## src/hw/rtl/stq_pkg.sv

```systemverilog
// ----------------------------------------------------------------------------
// Sorted timer queue package
// Shared types, codes and helpers for the timer queue cell chain.
// ----------------------------------------------------------------------------
package stq_pkg;

    // Default number of cells in the chain.
    localparam int STQ_NUM_SLOTS = 8;

    // Field widths.
    localparam int SLOT_W = 3;
    localparam int TIME_W = 16;
    localparam int CODE_W = 8;

    // Request operation codes.
    typedef enum logic [1:0] {
        OP_SCHEDULE = 2'd0,
        OP_CANCEL   = 2'd1,
        OP_TICK     = 2'd2
    } t_op;

    // Result kinds.
    localparam logic KIND_FIRED = 1'b0;
    localparam logic KIND_CLOSE = 1'b1;

    // Configuration register indexes.
    localparam logic CFG_LATE_LIMIT     = 1'b0;
    localparam logic CFG_TIMER_OVERHEAD = 1'b1;

    // One queue entry held by a cell.
    typedef struct packed {
        logic              valid;
        logic [SLOT_W-1:0] slot;
        logic [TIME_W-1:0] deadline;
        logic [CODE_W-1:0] code;
    } t_entry;

    // Command broadcast to every cell.
    typedef enum logic [1:0] {
        CMD_HOLD,
        CMD_REMOVE,
        CMD_INSERT,
        CMD_POP
    } t_cell_cmd;

    // Control bundle broadcast from the sequencer to the chain.
    typedef struct packed {
        t_cell_cmd         cmd;
        logic [SLOT_W-1:0] key;
        logic [TIME_W-1:0] now;
        t_entry            entry;
    } t_cell_ctl;

    // Sequencer states.
    typedef enum logic [2:0] {
        ST_IDLE,
        ST_REMOVE,
        ST_INSERT,
        ST_CHECK,
        ST_CLOSE
    } t_state;

    // Wrapped distance of a deadline ahead of the current count.
    function automatic logic [TIME_W-1:0] t_dist(input logic [TIME_W-1:0] deadline,
                                                 input logic [TIME_W-1:0] now);
        t_dist = deadline - now;
    endfunction

endpackage

```

## src/hw/rtl/stq_cell.sv

```systemverilog
// ----------------------------------------------------------------------------
// Sorted timer queue cell
// Holds one queue position and shifts entries to or from its neighbors.
// ----------------------------------------------------------------------------
module stq_cell
    import stq_pkg::*;
(
    input  logic      i_clk,
    input  logic      i_rst_n,
    input  t_cell_ctl i_ctl,
    input  t_entry    i_left,
    input  t_entry    i_right,
    input  logic      i_rm,
    input  logic      i_pass,
    output t_entry    o_entry,
    output logic      o_rm,
    output logic      o_pass
);

    t_entry r_entry;
    t_entry n_entry;
    logic   w_match;
    logic   w_less;

    // Local decisions: slot match for removal, earlier deadline for insertion.
    assign w_match = r_entry.valid && (r_entry.slot == i_ctl.key);
    assign w_less  = r_entry.valid &&
                     (t_dist(r_entry.deadline, i_ctl.now) < t_dist(i_ctl.entry.deadline, i_ctl.now));

    assign o_rm   = i_rm | w_match;
    assign o_pass = i_pass & w_less;

    // Next entry from the broadcast command and the chain signals.
    always_comb begin
        n_entry = r_entry;
        case (i_ctl.cmd)
            CMD_REMOVE: begin
                if (i_rm || w_match) begin
                    n_entry = i_right;
                end
            end
            CMD_INSERT: begin
                if (!i_pass) begin
                    n_entry = i_left;
                end else if (!w_less) begin
                    n_entry = i_ctl.entry;
                end
            end
            CMD_POP: begin
                n_entry = i_right;
            end
            default: begin
                n_entry = r_entry;
            end
        endcase
    end

    // Entry register; only the valid bit is cleared by reset.
    always_ff @(posedge i_clk) begin
        if (!i_rst_n) begin
            r_entry.valid <= 1'b0;
        end else begin
            r_entry <= n_entry;
        end
    end

    assign o_entry = r_entry;

endmodule

```

## src/hw/rtl/sorted_software_timer_queue_top.sv

```systemverilog
// ----------------------------------------------------------------------------
// Sorted timer queue top level
// Keeps timer slots ordered by deadline in a chain of cells and reports
// expired timers followed by the compare status.
// ----------------------------------------------------------------------------
// Each request is taken in the idle state and then handled one step per
// cycle while the output does not stall, by a row of NUM_SLOTS cells: one
// step to remove the slot (schedule and cancel), one to insert it (schedule
// only), one per fired timer popped off the head, one to decide that the
// head has not expired and one to load the closing status.
// Results pass through an output register so a stall holds the sequencer only.
module sorted_software_timer_queue_top
    import stq_pkg::*;
#(
    parameter int NUM_SLOTS = STQ_NUM_SLOTS
) (
    input  logic        i_clk,
    input  logic        i_rst_n,
    // Configuration write channel.
    input  logic        i_cfg_valid,
    output logic        o_cfg_ready,
    input  logic        i_cfg_index,
    input  logic [15:0] i_cfg_data,
    // Request stream.
    input  logic        s_axis_tvalid,
    output logic        s_axis_tready,
    input  logic [47:0] s_axis_tdata,   // slot[2:0], when[18:3], what[26:19], now[42:27]
    input  logic [1:0]  s_axis_tuser,   // op[1:0]
    // Result stream.
    output logic        m_axis_tvalid,
    input  logic        m_axis_tready,
    output logic [47:0] m_axis_tdata,   // fired_slot[2:0], fired_code[10:3],
                                        // fired_deadline[26:11], compare_value[42:27],
                                        // compare_enable[43]
    output logic        m_axis_tuser,   // kind
    output logic        m_axis_tlast    // last
);

    // Configuration registers.
    logic [TIME_W-1:0] r_late_limit;
    logic [TIME_W-1:0] r_timer_overhead;

    // Latched request.
    logic [1:0]        r_op;
    logic [SLOT_W-1:0] r_slot;
    logic [TIME_W-1:0] r_deadline;
    logic [CODE_W-1:0] r_code;
    logic [TIME_W-1:0] r_now;

    // Sequencer.
    t_state    r_state;
    t_state    n_state;
    t_cell_cmd w_cmd;
    t_cell_ctl w_ctl;

    // Output register.
    logic        r_out_valid;
    logic        r_out_kind;
    logic [43:0] r_out_data;
    logic        r_out_last;
    logic        w_out_free;
    logic        w_out_load;
    logic        n_out_kind;
    logic [43:0] n_out_data;
    logic        n_out_last;

    // Chain wiring.
    t_entry w_entry [NUM_SLOTS];
    logic   w_rm    [NUM_SLOTS+1];
    logic   w_pass  [NUM_SLOTS+1];

    logic w_slot_ok;
    logic w_expired;
    logic w_accept;

    assign o_cfg_ready = 1'b1;

    // Configuration writes.
    always_ff @(posedge i_clk) begin
        if (!i_rst_n) begin
            r_late_limit     <= 16'd32767;
            r_timer_overhead <= 16'd0;
        end else if (i_cfg_valid) begin
            case (i_cfg_index)
                CFG_LATE_LIMIT:     r_late_limit     <= i_cfg_data;
                CFG_TIMER_OVERHEAD: r_timer_overhead <= i_cfg_data;
                default:            r_late_limit     <= r_late_limit;
            endcase
        end
    end

    // Request capture; the overhead is taken from the deadline here.
    assign w_accept = s_axis_tvalid && s_axis_tready;

    always_ff @(posedge i_clk) begin
        if (w_accept) begin
            r_op       <= s_axis_tuser;
            r_slot     <= s_axis_tdata[2:0];
            r_deadline <= s_axis_tdata[18:3] - r_timer_overhead;
            r_code     <= s_axis_tdata[26:19];
            r_now      <= s_axis_tdata[42:27];
        end
    end

    assign w_slot_ok = (int'(r_slot) < NUM_SLOTS);
    assign w_expired = w_entry[0].valid && (t_dist(w_entry[0].deadline, r_now) > r_late_limit);
    assign w_out_free = !r_out_valid || m_axis_tready;

    // Broadcast bundle: command, key, current count and the new entry.
    assign w_ctl = {w_cmd, r_slot, r_now, 1'b1, r_slot, r_deadline, r_code};

    // State register.
    always_ff @(posedge i_clk) begin
        if (!i_rst_n) begin
            r_state <= ST_IDLE;
        end else begin
            r_state <= n_state;
        end
    end

    // Next state, cell command and result loading.
    always_comb begin
        n_state       = r_state;
        w_cmd         = CMD_HOLD;
        s_axis_tready = 1'b0;
        w_out_load    = 1'b0;
        n_out_kind    = KIND_CLOSE;
        n_out_data    = '0;
        n_out_last    = 1'b0;
        case (r_state)
            ST_IDLE: begin
                s_axis_tready = 1'b1;
                if (s_axis_tvalid) begin
                    n_state = ST_REMOVE;
                end
            end
            ST_REMOVE: begin
                if (w_slot_ok && (r_op == OP_SCHEDULE || r_op == OP_CANCEL)) begin
                    w_cmd = CMD_REMOVE;
                end
                if (w_slot_ok && r_op == OP_SCHEDULE) begin
                    n_state = ST_INSERT;
                end else if (r_op == OP_TICK) begin
                    n_state = ST_CHECK;
                end else begin
                    n_state = ST_CLOSE;
                end
            end
            ST_INSERT: begin
                w_cmd = CMD_INSERT;
                // The new entry lands at the head when the first cell is not ahead of it.
                n_state = w_pass[1] ? ST_CLOSE : ST_CHECK;
            end
            ST_CHECK: begin
                if (w_expired) begin
                    if (w_out_free) begin
                        w_cmd      = CMD_POP;
                        w_out_load = 1'b1;
                        n_out_kind = KIND_FIRED;
                        n_out_data = {17'd0, w_entry[0].deadline, w_entry[0].code,
                                      w_entry[0].slot};
                    end
                end else begin
                    n_state = ST_CLOSE;
                end
            end
            ST_CLOSE: begin
                if (w_out_free) begin
                    w_out_load = 1'b1;
                    n_out_kind = KIND_CLOSE;
                    n_out_last = 1'b1;
                    if (w_entry[0].valid) begin
                        n_out_data = {1'b1, w_entry[0].deadline, 27'd0};
                    end
                    n_state = ST_IDLE;
                end
            end
            default: begin
                n_state = ST_IDLE;
            end
        endcase
    end

    // Output register.
    always_ff @(posedge i_clk) begin
        if (!i_rst_n) begin
            r_out_valid <= 1'b0;
        end else if (w_out_load) begin
            r_out_valid <= 1'b1;
        end else if (m_axis_tready) begin
            r_out_valid <= 1'b0;
        end
    end

    always_ff @(posedge i_clk) begin
        if (w_out_load) begin
            r_out_kind <= n_out_kind;
            r_out_data <= n_out_data;
            r_out_last <= n_out_last;
        end
    end

    assign m_axis_tvalid = r_out_valid;
    assign m_axis_tdata  = {4'd0, r_out_data};
    assign m_axis_tuser  = r_out_kind;
    assign m_axis_tlast  = r_out_last;

    // Chain of cells; cell zero is the queue head.
    assign w_rm[0]   = 1'b0;
    assign w_pass[0] = 1'b1;

    for (genvar g = 0; g < NUM_SLOTS; g++) begin : g_cell
        t_entry w_left;
        t_entry w_right;

        if (g == 0) begin : g_first
            assign w_left = '0;
        end else begin : g_mid_left
            assign w_left = w_entry[g-1];
        end

        if (g == NUM_SLOTS - 1) begin : g_last
            assign w_right = '0;
        end else begin : g_mid_right
            assign w_right = w_entry[g+1];
        end

        stq_cell u_cell (
            .i_clk   (i_clk),
            .i_rst_n (i_rst_n),
            .i_ctl   (w_ctl),
            .i_left  (w_left),
            .i_right (w_right),
            .i_rm    (w_rm[g]),
            .i_pass  (w_pass[g]),
            .o_entry (w_entry[g]),
            .o_rm    (w_rm[g+1]),
            .o_pass  (w_pass[g+1])
        );
    end

endmodule

```

## config.mk

```make
export PLATFORM = sky130hd
export DESIGN_NAME = sorted_software_timer_queue_top
export DESIGN_NICKNAME = d
export VERILOG_FILES = /design/src/hw/rtl/stq_pkg.sv /design/src/hw/rtl/stq_cell.sv /design/src/hw/rtl/sorted_software_timer_queue_top.sv
export SDC_FILE = /design/constraint.sdc
export NUM_CORES = 1
export LEC_CHECK = 0
export BUFFER_PORTS_ARGS = -buffer_cell sky130_fd_sc_hd__buf_2
export CORE_ASPECT_RATIO = 0.7
export CORE_MARGIN = 4
export CORE_UTILIZATION = 60
export DETAILED_ROUTE_END_ITERATION = 6
export HOLD_SLACK_MARGIN = 0.03
export PLACE_DENSITY = 0.75
export RECOVER_POWER = 25
export SETUP_SLACK_MARGIN = 0.3
export SYNTH_ARGS = -nofsm -noshare
export SYNTH_HDL_FRONTEND = slang
export SYNTH_HIERARCHICAL = 1
export SYNTH_SLANG_ARGS = --single-unit
```

## constraint.sdc

```tcl
create_clock -name i_clk -period 9.6 [get_ports i_clk]
set_input_delay 2.88 -clock i_clk [delete_from_list [all_inputs] [get_ports i_clk]]
set_output_delay 2.88 -clock i_clk [all_outputs]
set_load 0.03 [all_outputs]
```

# [After elaboration in Yosys (flattened, before gate mapping)]
# Index checks and enable logic that the tools add are counted.
[totals] in_bits=72 elab_cells=218 regBits=351 out_inout_bits=53
[op_classes] magnitude_cmp=9 bitwise=13 add_sub_neg=10 eq_ne=36 reduce_logical=52 mux=54
[ops] op="$pmux W28 S3" n=8
[ops] op="$mux W28" n=23
[ops] op="$sub A16 B16 Y16" n=10
[ops] op="$lt A16 B16 Y1" n=8
[ops] op="$mux W44" n=2
[ops] op="$pmux W44 S2" n=1
[ops] op="$mux W27" n=2
[ops] op="$reduce_and A4 Y1" n=8
[ops] op="$reduce_and A3 Y1" n=9
[ops] op="$eq A3 B3 Y1" n=8
[ops] op="$ne A3 B3 Y1 const B" n=7
[ops] op="$logic_and A1 B1 Y1" n=18
[ops] op="$mux W3" n=6
[ops] op="$gt A16 B16 Y1" n=1
[ops] op="$ne A2 B1 Y1 const B" n=8
[ops] op="$pmux W3 S5" n=1
[ops] op="$logic_or A1 B1 Y1" n=9
[ops] op="$ne A2 B2 Y1 const B" n=4
[ops] op="$mux W1" n=7
[ops] op="$and A1 B1 Y1" n=6
[ops] op="$eq A2 B2 Y1 const B" n=3
[ops] op="$eq A3 B2 Y1 const B" n=2
[ops] op="$or A1 B1 Y1" n=6
[ops] op="$pmux W2 S3" n=1
[ops] op="12 further kinds" n=16

# [Depth between registers and ports, before layout]
[logic_depth] depth_word=11 ltp_mapped=38 depth_no_buf=38

# [Modules after synthesis]
# Netlist, hierarchy kept.
[modules_own_cells] module="stq_cell (g_cell[4].u_cell ...)" area_per_inst_um2=3445.8 cells_each=419 n_inst=4
[modules_own_cells] module="stq_cell (g_cell[1].u_cell ...)" area_per_inst_um2=3256.9 cells_each=371 n_inst=3
[modules_own_cells] module="sorted_software_timer_queue_top" area_per_inst_um2=6342.3 cells_each=582 n_inst=1
[modules_own_cells] module="stq_cell (g_cell[0].u_cell)" area_per_inst_um2=3291.9 cells_each=375 n_inst=1

# [Worst setup path after synthesis]
# OpenSTA, ideal clock, no wires.
[synth_path] path_kind="reg2reg" start="reg r_now[1]" end="reg g_cell[7].u_cell.r_entry, in the netlist g_cell[7].u_cell/o_entry[0], enable pin" setup_ps=377 t_arrival_ps=6760 path_buffers=0 stages_incl_launch_ff=37 t_required_ps=9223 setup_slack_ps=2463 period_less_slack_ps=7137 path_cell_list="edfxtp_1 -> inv_1 -> ha_1 -> nor2b_1 -> o31a_4 -> nor4_4 -> o21a_2 -> nor2_1 -> a311o_1 -> ha_1 -> and4_1 -> a211oi_1 -> o211ai_1 -> inv_1 -> o2111ai_1 -> a21oi_1 -> o2111ai_1 -> a21oi_1 -> o2111ai_1 -> a21oi_1 -> nand2_1 -> nor2_1 -> o21ai_0 -> nor3_1 -> nand2_1 -> nor2_1 -> o21ai_0 -> nor3_1 -> nand2_1 -> nor2_1 -> o21ai_0 -> nor3_1 -> nand2_1 -> nor2_1 -> o21ai_0 -> o41ai_1 -> nor2_1"
[synth_lines] item="start: declaration" line="sorted_software_timer_queue_top.sv:48" rtl="logic [TIME_W-1:0] r_now;"
[synth_lines] item="start signal: assignment" line="sorted_software_timer_queue_top.sv:101" rtl="r_now <= s_axis_tdata[42:27];"
[synth_lines] item="end signal: assignment" line="stq_cell.sv:63" rtl="r_entry <= n_entry;"
[synth_lines] item="end: declaration" line="stq_cell.sv:20" rtl="t_entry r_entry;"

==> out/qor.yml <==
vias: 29300
place_congestion: 1.00
drc: 0
skew_ps: 52.0
drive_gt1_share_pct: 6.33
fin_crit_sh_pct: 90.9
final_common_cell: "nand2_1"
clk_latency_ps: 590
status: "complete, but fails checks"
place_area_um2: 34900
grt_pass1_wl_um: 154000
cts_tree: "built"
cp_slowest_cell: "edfxtp_1"
vdd_drop_max_mv: 0.137
r2r_start: "r_now[0]"
setup_viol: 0
path_delay_family: "compound AO/OA/AOI/OAI gates"
dp_hpwl_um: 76200
cp_num_buf_inv: 3
end_kind: "flip-flop"
synth_warnings: 6
viasPerCell: 6.28
timing.setup.tns_ps: 0
tightest_slew_ps: 3140
die_y_um: 205
max_slew_margin_pct: -110
start_util_pct: 61.2
postRouteAntennaNets: 0
antenna_found_initial: 1
ioPinCount: 125
htreeDepth: 2
rsz0062_at_grt: "false"
layout_common_cells: "nand2_1 (444), ha_1 (406), o21ai_0 (353)"
fillers: 4571
core-area_um2: 54200
leakage_nw: 15.1
drtIter0Drc: 3170
violations: "capacitance limit, slew limit"
track_usage_pct: 33.5
clk_pin_slew_ps: 70
die_w_um: 289
total_power_mw: 5.91
cap_violations: 3
wire_per_inst_um: 21.8
fin_crit_ps: 8720
crit_type: "flip-flop to flip-flop"
max_stage_delay_ps: 870
pre_cts_slack_ps: 932
hold_violations: 0
worstPathMaxFanout: 16
syn_area_um2: 33200
required_ps: 9890
pwr_density_cell_nw_per_um2: 164
cts_buffers: 37
cts.path.max_buffers: 3
rows: 71
final_max_slew_viol_count: 119
dr.pass1.iters: 6
cts.sinks: 351
synthToLayoutAreaGrowth_pct: 8.75
fin_area_um2: 36100
worst_setup_path_start_kind: "flip-flop"
syn_avg_cell_area_um2: 8.86
arrival_ps: 9010
crit_path_start: "r_now[0]"
cts.root.buffer_cell: "clkbuf_16"
min_from: "r_timer_overhead[4]"
syn_inst: 3745
finalWirelength_um: 102000
cts_hold_buf: 0
grt_pass1_vias: 26400
hold_class: "flip-flop to flip-flop"
final_nets: 4400
portBuffers: 114
layout_setup_ws_ps: 877
grt-ovfl-total: 0
antenna_cells: 0
timing.fmax_mhz: 115
die_area_um2: 59200
grt_max_degree: 57
-- final cells by class --
class	instances	area (um^2)	area share (%)
clock inverters	16	188	0.520
inverters	273	1020	2.84
multi-input cells	3075	21900	60.8
flip-flops and latches	351	10100	28.0
repair buffers	166	885	2.45
clock buffers	51	1040	2.88
well taps	730	913	2.53
-- metal layers --
layer / vias to the layer above / global-route usage, % / wire (um) / part of all wire [%]
li1: 14000 / - / - / -
met1: 13800 / 48.6 / 45200 / 45
met2: 1366 / 46.2 / 40000 / 39
met3: 187 / 12.8 / 13200 / 13
met4: 4 / 9.14 / 3030 / 3.0
met5: - / 1.33 / 117 / 0.12
-- stage by stage --
stage | hold WS [ps] | cells | util (%)
global route | 479 | 4662 | 66.6
global placement | 444 | 4595 | 64.5
floorplan | 436 | 3815 | -
CTS | 459 | 4662 | 66.7
detailed placement | 450 | 4595 | 64.5
finish | 460 | 4662 | 66.6
-- what timing repair did --
action	in CTS	in global routing
hold endpoints to repair	0	0
buffers inserted	0	0
gates resized for setup	0	1
setup endpoints to repair	0	16
-- registers in the layout, indices dropped and copies added (netlist names) --
name                   count
g_cell.u_cell/o_entry    224
m_axis_tlast               1
m_axis_tuser               1
m_axis_tvalid              1
r_code                     8
r_deadline                16
r_late_limit              16
r_now                     16
r_op                       2
r_out_data                44
r_slot                     3
r_state                    3
r_timer_overhead          16
-- worst paths after layout --
path	endpoint	slack (ps)	depth (start not counted)
max	g_cell[7].u_cell/o_entry[19]	880	38
min	r_timer_overhead[4]	460	2
max reg2reg	g_cell[7].u_cell/o_entry[19]	880	38
min reg2reg	r_timer_overhead[4]	460	2
-- report_power, final --
part	switching [mW]	internal, mW
Combinational	1.57	1.01
Clock	0.657	0.802
Sequential	0.102	1.76
Total	2.33	3.58
-- tightest hold or removal path: stages (launching register included) --
cell,delay (ps)
dfxtp_1,310
nand2_1,50
a21oi_1,50
(Power assumes the default switching activity.)
